==> config.mk <==
export PLATFORM = sky130hd
export DESIGN_NAME = kcpi_cordic
export DESIGN_NICKNAME = d
export VERILOG_FILES = /design/src/hw/rtl/kcpi_pkg.sv /design/src/hw/rtl/kcpi_cordic.sv
export SDC_FILE = /design/constraint.sdc
export NUM_CORES = 1
export LEC_CHECK = 0
export BUFFER_PORTS_ARGS = -buffer_cell sky130_fd_sc_hd__buf_2
export CAP_MARGIN = 20
export CORE_MARGIN = 2
export CORE_UTILIZATION = 55
export CTS_BUF_LIST = sky130_fd_sc_hd__clkbuf_8
export DETAILED_ROUTE_END_ITERATION = 10
export PLACE_DENSITY_LB_ADDON = 0.1
export SYNTH_ARGS = -nofsm -noshare
export SYNTH_HDL_FRONTEND = slang
export SYNTH_SLANG_ARGS = --single-unit
==> constraint.sdc <==
create_clock -name clock -period 10.36 [get_ports clock]
set_input_delay 1.036 -clock clock [delete_from_list [all_inputs] [get_ports clock]]
set_output_delay 1.036 -clock clock [all_outputs]
set_load 0.01 [all_outputs]
==> src/hw/rtl/kcpi_pkg.sv <==
package kcpi_pkg;

   // CORDIC step count, capped at the depth of the arctangent table
   localparam int TRIG_ITERATIONS = 16;
   localparam int TRIG_STEPS      = (TRIG_ITERATIONS < 24) ? TRIG_ITERATIONS : 24;
   localparam int TRIG_CNT_W      = $clog2(TRIG_STEPS);

   // Q30 angle constants and start gain
   localparam logic signed [34:0] Q30_PI      = 35'sd3373259426;
   localparam logic signed [34:0] Q30_TWO_PI  = 35'sd6746518852;
   localparam logic signed [34:0] Q30_HALF_PI = 35'sd1686629713;
   localparam logic signed [33:0] Q30_GAIN    = 34'sd652032874;
   localparam logic [37:0]        TWO_PI_MAG  = 38'd6746518852;

   // Register indexes of the configuration port
   localparam logic [7:0] CSR_INV_WHEELBASE  = 8'd0;
   localparam logic [7:0] CSR_MIN_DURATION   = 8'd1;
   localparam logic [7:0] CSR_MAX_DURATION   = 8'd2;
   localparam logic [7:0] CSR_FINAL_DURATION = 8'd3;

   // Register reset values
   localparam logic [23:0] RST_INV_WHEELBASE  = 24'd26214;
   localparam logic [15:0] RST_MIN_DURATION   = 16'd328;
   localparam logic [15:0] RST_MAX_DURATION   = 16'd13107;
   localparam logic [15:0] RST_FINAL_DURATION = 16'd13107;

   // Multiply schedule: one issue per step, rounded write back via the product register
   localparam logic [2:0] MUL_LAST = 3'd7;

   typedef enum logic [2:0] {
      ST_IDLE,
      ST_CHECK,
      ST_TRIG_T,
      ST_TRIG_H,
      ST_MUL,
      ST_EMIT
   } state_type;

   typedef enum logic [2:0] {
      CT_IDLE,
      CT_REDUCE,
      CT_WRAP,
      CT_ITER,
      CT_DONE
   } trig_state_type;

   typedef struct packed {
      logic               start;
      logic signed [23:0] angle;
   } trig_req_type;

   typedef struct packed {
      logic               done;
      logic signed [32:0] sin_v;
      logic signed [32:0] cos_v;
   } trig_rsp_type;

   // Arctangent of 2^-i in Q30
   function automatic logic signed [34:0] atan_q30(input logic [4:0] idx);
      logic signed [34:0] r;
      case (idx)
         5'd0:  r = 35'sd843314857;
         5'd1:  r = 35'sd497837830;
         5'd2:  r = 35'sd263043837;
         5'd3:  r = 35'sd133525159;
         5'd4:  r = 35'sd67021687;
         5'd5:  r = 35'sd33543516;
         5'd6:  r = 35'sd16775851;
         5'd7:  r = 35'sd8388437;
         5'd8:  r = 35'sd4194283;
         5'd9:  r = 35'sd2097149;
         5'd10: r = 35'sd1048576;
         5'd11: r = 35'sd524288;
         5'd12: r = 35'sd262144;
         5'd13: r = 35'sd131072;
         5'd14: r = 35'sd65536;
         5'd15: r = 35'sd32768;
         5'd16: r = 35'sd16384;
         5'd17: r = 35'sd8192;
         5'd18: r = 35'sd4096;
         5'd19: r = 35'sd2048;
         5'd20: r = 35'sd1024;
         5'd21: r = 35'sd512;
         5'd22: r = 35'sd256;
         5'd23: r = 35'sd128;
         default: r = 35'sd0;
      endcase
      return r;
   endfunction

   // Saturate a sum to 32 bits signed
   function automatic logic signed [31:0] sat32(input logic signed [33:0] v);
      logic signed [33:0] hi;
      logic signed [33:0] lo;
      hi = 34'sh0_7FFF_FFFF;
      lo = -hi - 34'sd1;
      if (v > hi) return hi[31:0];
      if (v < lo) return lo[31:0];
      return v[31:0];
   endfunction

   // Saturate a sum to 24 bits signed
   function automatic logic signed [23:0] sat24(input logic signed [33:0] v);
      logic signed [33:0] hi;
      logic signed [33:0] lo;
      hi = 34'sh0_007F_FFFF;
      lo = -hi - 34'sd1;
      if (v > hi) return hi[23:0];
      if (v < lo) return lo[23:0];
      return v[23:0];
   endfunction

endpackage

==> src/hw/rtl/kcpi_cordic.sv <==
module kcpi_cordic (
   input  logic                  clock,
   input  logic                  reset,
   input  kcpi_pkg::trig_req_type trig_req,
   output kcpi_pkg::trig_rsp_type trig_rsp
);

   kcpi_pkg::trig_state_type state_ff, state_in;

   logic [37:0]                        mag_ff;
   logic                               sign_ff;
   logic [2:0]                         red_k_ff;
   logic signed [34:0]                 z_ff;
   logic signed [33:0]                 x_ff;
   logic signed [33:0]                 y_ff;
   logic [kcpi_pkg::TRIG_CNT_W-1:0]    it_ff;
   logic                               neg_ff;

   logic [37:0]        ang_ext;
   logic [37:0]        ang_mag;
   logic [37:0]        twopi_sh;
   logic signed [34:0] z_rem;
   logic signed [34:0] z_wrap;
   logic signed [34:0] z_fold;
   logic               fold_neg;
   logic signed [33:0] x_sh;
   logic signed [33:0] y_sh;
   logic signed [34:0] atan_v;
   logic               last_it;
   logic signed [33:0] sin_full;
   logic signed [33:0] cos_full;

   // Angle to Q30 and its magnitude
   assign ang_ext = {trig_req.angle, 14'b0};
   assign ang_mag = trig_req.angle[23] ? (~ang_ext + 38'd1) : ang_ext;

   // Restoring reduction by 2*pi scaled by 16, 8, 4, 2, 1
   assign twopi_sh = kcpi_pkg::TWO_PI_MAG << red_k_ff;

   // Wrap into [-pi, pi] and fold into [-pi/2, pi/2]
   always_comb begin
      z_rem = sign_ff ? -$signed(mag_ff[34:0]) : $signed(mag_ff[34:0]);
      if (z_rem > kcpi_pkg::Q30_PI) begin
         z_wrap = z_rem - kcpi_pkg::Q30_TWO_PI;
      end else if (z_rem < -kcpi_pkg::Q30_PI) begin
         z_wrap = z_rem + kcpi_pkg::Q30_TWO_PI;
      end else begin
         z_wrap = z_rem;
      end
      fold_neg = 1'b0;
      if (z_wrap > kcpi_pkg::Q30_HALF_PI) begin
         z_fold   = z_wrap - kcpi_pkg::Q30_PI;
         fold_neg = 1'b1;
      end else if (z_wrap < -kcpi_pkg::Q30_HALF_PI) begin
         z_fold   = z_wrap + kcpi_pkg::Q30_PI;
         fold_neg = 1'b1;
      end else begin
         z_fold = z_wrap;
      end
   end

   // One rotation step
   assign x_sh    = x_ff >>> it_ff;
   assign y_sh    = y_ff >>> it_ff;
   assign atan_v  = kcpi_pkg::atan_q30(5'(it_ff));
   assign last_it = (it_ff == kcpi_pkg::TRIG_CNT_W'(kcpi_pkg::TRIG_STEPS - 1));

   // Next state
   always_comb begin
      state_in = state_ff;
      case (state_ff)
         kcpi_pkg::CT_IDLE:   if (trig_req.start) state_in = kcpi_pkg::CT_REDUCE;
         kcpi_pkg::CT_REDUCE: if (red_k_ff == 3'd0) state_in = kcpi_pkg::CT_WRAP;
         kcpi_pkg::CT_WRAP:   state_in = kcpi_pkg::CT_ITER;
         kcpi_pkg::CT_ITER:   if (last_it) state_in = kcpi_pkg::CT_DONE;
         kcpi_pkg::CT_DONE:   state_in = kcpi_pkg::CT_IDLE;
         default:             state_in = kcpi_pkg::CT_IDLE;
      endcase
   end

   // Outputs
   always_comb begin
      sin_full       = neg_ff ? -y_ff : y_ff;
      cos_full       = neg_ff ? -x_ff : x_ff;
      trig_rsp.done  = (state_ff == kcpi_pkg::CT_DONE);
      trig_rsp.sin_v = sin_full[32:0];
      trig_rsp.cos_v = cos_full[32:0];
   end

   always_ff @(posedge clock) begin
      if (reset) begin
         state_ff <= kcpi_pkg::CT_IDLE;
      end else begin
         state_ff <= state_in;
      end
   end

   // Datapath
   always_ff @(posedge clock) begin
      case (state_ff)
         kcpi_pkg::CT_IDLE: begin
            mag_ff   <= ang_mag;
            sign_ff  <= trig_req.angle[23];
            red_k_ff <= 3'd4;
         end
         kcpi_pkg::CT_REDUCE: begin
            if (mag_ff >= twopi_sh) mag_ff <= mag_ff - twopi_sh;
            red_k_ff <= red_k_ff - 3'd1;
         end
         kcpi_pkg::CT_WRAP: begin
            z_ff   <= z_fold;
            neg_ff <= fold_neg;
            x_ff   <= kcpi_pkg::Q30_GAIN;
            y_ff   <= 34'sd0;
            it_ff  <= '0;
         end
         kcpi_pkg::CT_ITER: begin
            if (z_ff >= 35'sd0) begin
               x_ff <= x_ff - y_sh;
               y_ff <= y_ff + x_sh;
               z_ff <= z_ff - atan_v;
            end else begin
               x_ff <= x_ff + y_sh;
               y_ff <= y_ff - x_sh;
               z_ff <= z_ff + atan_v;
            end
            it_ff <= it_ff + 1'b1;
         end
         default: begin
         end
      endcase
   end

endmodule

Word level (Yosys, flattened, before mapping)
Memory sizes are Yosys's and may differ from the RTL's. A register that Yosys moved wholly into a read port is not among the register bits.
Index checks and enable logic that the tools add are counted.
- add/sub/neg operators: 17
- div/mod/pow operators: 0
- shift operators: 3
- bitwise gates (word level): 1
- multipliers: 0
- muxes and demuxes: 24
- magnitude comparators: 6
- reductions and logical operators: 6
- eq/ne operators: 9
- operators by type and width (cell ; count):
    two-way mux 35 bit ; 6
    case mux 34 bit (2 select lines) ; 2
    two-way mux 38 bit ; 2
    case mux 38 bit (2 select lines) ; 1
    case mux 35 bit (2 select lines) ; 1
    adder 34 bit ; 2
    two-way mux 34 bit ; 2
    >>> shifter 34 x 4 -> 34 bit ; 2
    subtractor 34 bit ; 2
    two-way mux 33 bit ; 2
    negation 33 bit ; 2
    adder 38 x 1 -> 38 bit (second input constant) ; 1
    greater-or-equal comparator 38 bit ; 1
    NOT 38 bit ; 1
    left shift 33 x 3 -> 38 bit (first input constant) ; 1
    subtractor 38 bit ; 1
    adder 35 x 33 -> 35 bit (second input constant) ; 1
    adder 35 x 34 -> 35 bit (second input constant) ; 1
    adder 35 bit ; 1
    greater-or-equal comparator 35 x 1 -> 1 bit (second input constant) ; 1
    greater-than comparator 35 x 32 -> 1 bit (second input constant) ; 1
    greater-than comparator 35 x 33 -> 1 bit (second input constant) ; 1
    less-than comparator 35 x 32 -> 1 bit (second input constant) ; 1
    less-than comparator 35 x 33 -> 1 bit (second input constant) ; 1
    other kinds (21) ; 29
- memories kept: 1
- memory bits (writable): 0
- ROM bits: 480
- output and inout bits: 67
- word-level logic and storage cells: 76
- flip-flop bits (word level): 153
- bits in latches: 0
- input bits: 27
- memories (memory ; depth ; bits a word ; rd ports ; clocked after Yosys merged registers in ; write ports ; RTL line ; text):
    (no name shown) ; 16 ; 30 ; 1 ; 1 ; 0 ; kcpi_pkg.sv:61 ; case (idx)

Longest topological paths before layout
- depth after elaboration: 9
- mapped depth: 33
- gate-level depth less buffers: 29

Worst setup path after synthesis
Ideal clock, no wire load.
- path kind: register -> register
- start point: register it_ff[0] (netlist bit)
- end point: register y_ff[30], data pin
- path buffers: 7
- required time: 10.094 ns
- data arrival time: 6.970 ns
- library setup time: 0.266 ns
- slack: 3.124 ns
- period minus slack after synthesis: 7.236 ns
- cell stages (with the launch flop): 27
- path through: edfxtp_1 clkbuf_1 clkbuf_1 clkbuf_1 clkbuf_1 clkbuf_1 clkbuf_1 clkbuf_1 mux4_2 nand2_1 o21ai_0 a21oi_1 and3_1 nor2_1 xnor2_1 ha_1 o41ai_1 o2111ai_1 a31o_2 o41ai_1 o21ai_0 o21ai_0 nand2b_1 a21oi_1 o21ai_0 xnor2_1 nor2_1
- longest elaborated chain between the ends: 4
- elaborated cells between the ends (all ways): 5
- classes of those cells: 2 x add/sub; 1 x shift; 2 x mux
- RTL lines (what ; RTL line ; text):
    start, declared ; kcpi_cordic.sv:16 ; logic [kcpi_pkg::TRIG_CNT_W-1:0] it_ff;
    start signal, assigned ; kcpi_cordic.sv:127 ; it_ff <= it_ff + 1'b1;
    >>> shifter 34 x 4 -> 34 bit * ; kcpi_cordic.sv:63 ; assign x_sh = x_ff >>> it_ff;
    subtractor 34 bit / adder 34 bit (equally long branches) ; kcpi_cordic.sv:124, kcpi_cordic.sv:120 ;
    two-way mux 34 bit * ; kcpi_cordic.sv:118 ; if (z_ff >= 35'sd0) begin
    case mux 34 bit (2 select lines) * ; kcpi_cordic.sv:100 ; case (state_ff)
    end signal, assigned ; kcpi_cordic.sv:120 ; y_ff <= y_ff + x_sh;
    end signal, assigned ; kcpi_cordic.sv:124 ; y_ff <= y_ff - x_sh;
    end, declared ; kcpi_cordic.sv:15 ; logic signed [33:0] y_ff;
Mark *: on every way between the ends. The rest lies on a longest branch, timed or not.
A chain may end at the register's enable or synchronous reset.

Final worst setup path
- start point: register mag_ff[2]
- end point: register z_ff[16], data pin
- longest elaborated chain between the ends: 9
- elaborated cells between the ends (all ways): 15
- classes of those cells: 5 x add/sub; 4 x order compare; 6 x mux
- RTL lines (what ; RTL line ; text):
    start, declared ; kcpi_cordic.sv:10 ; logic [37:0] mag_ff;
    start signal, assigned ; kcpi_cordic.sv:102 ; mag_ff <= ang_mag;
    start signal, assigned ; kcpi_cordic.sv:107 ; if (mag_ff >= twopi_sh) mag_ff <= mag_ff - twopi_sh;
    negation 35 bit ; kcpi_cordic.sv:42 ; z_rem = sign_ff ? -$signed(mag_ff[34:0]) : $signed(mag_ff[34:0]);
    two-way mux 35 bit * ; kcpi_cordic.sv:42 ;
    adder 35 x 34 -> 35 bit / less-than comparator 35 x 33 -> 1 bit (equally long branches) ; kcpi_cordic.sv:46, kcpi_cordic.sv:45 ;
    two-way mux 35 bit ; kcpi_cordic.sv:45 ; end else if (z_rem < -kcpi_pkg::Q30_PI) begin
    two-way mux 35 bit * ; kcpi_cordic.sv:43 ; if (z_rem > kcpi_pkg::Q30_PI) begin
    adder 35 x 33 -> 35 bit / less-than comparator 35 x 32 -> 1 bit (equally long branches) ; kcpi_cordic.sv:55, kcpi_cordic.sv:54 ;
    two-way mux 35 bit ; kcpi_cordic.sv:54 ; end else if (z_wrap < -kcpi_pkg::Q30_HALF_PI) begin
    two-way mux 35 bit * ; kcpi_cordic.sv:51 ; if (z_wrap > kcpi_pkg::Q30_HALF_PI) begin
    case mux 35 bit (2 select lines) * ; kcpi_cordic.sv:100 ;
    end signal, assigned ; kcpi_cordic.sv:111 ; z_ff <= z_fold;
    end signal, assigned ; kcpi_cordic.sv:121 ; z_ff <= z_ff - atan_v;
    end signal, assigned ; kcpi_cordic.sv:125 ; z_ff <= z_ff + atan_v;
    end, declared ; kcpi_cordic.sv:13 ; logic signed [34:0] z_ff;
Marks and branches as above.

==> results.md <==
* Status: complete, no violations
* Largest net degree at the start of global routing at 83
* DRC at 0
* DR WL/cell at 20.0 µm
* Critical path type: reg2reg
* Max-cap violations at 0
* Crit path max fanout at 30
* Die Area at 46100 µm²
* Post-synth ARST share at 0%
* F_max at 122 MHz
* Share of cells above drive strength 1 at 9.61%
* Drt pass-1 iters at 8
* Mapped cell area at 24400 µm²
* Relative slew slack at 34.2%
* Clk_lat worst skew at 600 ps
* CTS tree: done
* Largest delay contributor family on the critical path: compound AO/OA/AOI/OAI gates
* Slew Viols, Final at 0
* Total number of vias at 23600
* Layout Nets at 3246
* Worst hold path type: in2reg
* Synth Area in Compound Gates at 22.5%
* Critical path, cell by cell: inv_1 > ha_1 > nor3b_1 > buf_4 > nand3_1 > o41ai_1 > xor2_1 > buf_4 > nand4_1 > a211oi_1 > a31o_1 > o31ai_1 > a221oi_1 > a31o_1 > or4b_4 > or4_4 > o211ai_2 > nand2_2 > o32ai_1 > xor2_1 > a21oi_1
* Worst setup path end: z_ff[16]
* Max incr delay on CP at 740 ps
* Post-CTS setup buffers at 0
* XOR/XNOR Fraction of Synth Area at 13.6%
* Sequential fraction of the synthesis area at 20.8%
* Number of global-route vias before repair at 22600
* CP required at 10680 ps
* Crit path depth at 21
* PostCTS Resize Cnt at 0
* Reg-to-Reg Start: mag_ff[2]
* Crit end category: flop
* First-pass GRT wire length at 119000 µm
* Main combinational cell family by area after synthesis: simple AND/OR/NAND/NOR gates
* Post-synthesis adder-cell area fraction at 8.39%
* Detailed-placement wirelength estimate at 55700 µm
* Final hold viol count at 0
* Synthesized flop and latch total at 180
* Critical R2R Capture: z_ff[16]
* CTS buffer count at 17
* Register-to-Register Setup Slack at 2190 ps
* Drt via density at 6.45
* Syn_nets at 3260
* Syn Area/Cell at 7.95 µm²
* Mapped Cells at 3071
* Buf/Inv on CP at 3
* Clock transition at the registers of the reported paths at 120 ps
* Final global-route overflow total at 0
* Initial core utilization at 55.4%
* RSZ-0062 raised after global routing: false
* Most common cell after layout, fill and taps aside: nand2_1
* CP startpoint kind: flop
* Final worst-path cycle share at 78.8%
* WL final at 73300 µm
* Row cnt at 77
* Total GRT Usage at 31.7%
* Hold Buf Count CTS at 0
* Most frequent cells in the layout: nand2_1 (309), nor2_1 (289), xnor2_1 (246), a21oi_1 (218), o21ai_0 (197)
* GPL Wtd Cong at 0.928
* Reg2Reg Depth at 21
* Die height at 215 µm
* Initial antenna violation count at 0
* Final Skew at 26.9 ps
* Setup_tns at 0 ps
* Yosys warns at 0
* Post-synthesis mux area share at 7.46%
* Syn-to-layout area delta at 4.99%
* Yosys cell types at 102
* Critical-path top delay cell: o41ai_1
* Root buf cell: clkbuf_8
* H-tree levels at 4
* ANT nets after route at 0
* Clk buf depth at 2
* Period minus WS final at 8170 ps
* Worst EP arrival at 8490 ps
* Clk sinks at 180
* EDFF count, synth at 148
* Port bufs at 93
* Simple-gate portion of the synthesized area at 23.2%
* I/O pins at 94
* Die X at 215 µm
* Drt initial violations at 2100
* Core ar. at 44000 µm²
* Crit path from: mag_ff[2]
* Post-synth top flop: edfxtp_1
* Setup Viol. Count Final at 0
* Worst-Margin Slew at 974 ps
cell type report:
cell class	count	area, µm²
antenna	1	2.50
tap	592	741
clock buffer	17	234
inverter	90	340
multi-input combinational	2647	18400
fill	4076	18400
clock inverter	15	149
timing repair buffer	121	681
sequential	180	5080
cell families after synthesis:
group,count (synthesis)
simple gates,1156
flops,180
xor+xnor,378
compound gates,838
mux,113
fa+ha+maj,162
buf+inv,244
registers in the layout, summed over array words and instances (netlist names), 3 cells and up:
name	cells
x_ff	34
mag_ff	36
atan_v	29
red_k_ff	3
it_ff	4
z_ff	35
y_ff	34
state_ff	3
worst min-delay path by stage:
stage | startpoint | to | slack [ps] | cells past startpoint
2_1_floorplan | state_ff[0] | it_ff[1] | 580 | 1
3_3_place_gp | it_ff[0] | it_ff[0] | 640 | 1
3_5_place_dp | it_ff[0] | it_ff[0] | 670 | 1
4_1_cts | reset | state_ff[0] | 580 | 2
5_1_grt | reset | state_ff[0] | 610 | 2
6_report | reset | state_ff[2] | 630 | 2
cell usage after synthesis, types with 17 or more instances:
master / count / area share (%)
nand2_1: 310 / 4.8
nor2_1: 290 / 4.5
xnor2_1: 247 / 8.9
a21oi_1: 218 / 4.5
o21ai_0: 197 / 4.0
ha_1: 159 / 8.1
edfxtp_1: 148 / 18
xor2_1: 129 / 4.6
clkbuf_1: 120 / 1.8
nor3_1: 109 / 2.2
inv_1: 85 / 1.3
nand3_1: 78 / 1.6
o31ai_1: 57 / 1.8
mux4_2: 54 / 5.0
nand2b_1: 50 / 1.3
mux2i_1: 48 / 2.0
or3_1: 48 / 1.2
and3_1: 45 / 1.2
nor2b_1: 40 / 1.0
a21o_1: 39 / 1.2
a31oi_1: 38 / 0.97
nor4_1: 34 / 0.87
o21a_1: 33 / 1.0
dfxtp_1: 32 / 2.6
or2_2: 31 / 0.79
a211oi_1: 30 / 0.92
and2_1: 28 / 0.72
o41ai_1: 26 / 0.93
nand4_1: 23 / 0.59
buf_1: 21 / 0.32
or4_1: 21 / 0.65
o21bai_1: 17 / 0.52
per-stage QoR:
step / worst slack [ps] / std cells / hold slack (ps) / area (µm²) / utilization, %
6_report: 2190 / 3663 / 628 / 25600 / 58.2
5_1_grt: 1620 / 3662 / 607 / 25600 / 58.2
4_1_cts: 2390 / 3660 / 584 / 25600 / 58.2
3_5_place_dp: 2460 / 3628 / 671 / 25200 / 57.3
3_3_place_gp: 2690 / 3628 / 644 / 25200 / 57.3
2_1_floorplan: 3120 / 3071 / 577 / 24400 / -
layer usage:
metal	wire length (µm)	vias to the layer above	track usage (%)
li1	-	11400	-
met1	31200	11300	40.2
met2	35700	806	54.8
met3	4020	169	3.97
met4	2340	0	12.2
met5	0	-	0
Power is not shown: default switching activity piles up to over one toggle a cycle in this logic, so the estimate is an artifact.
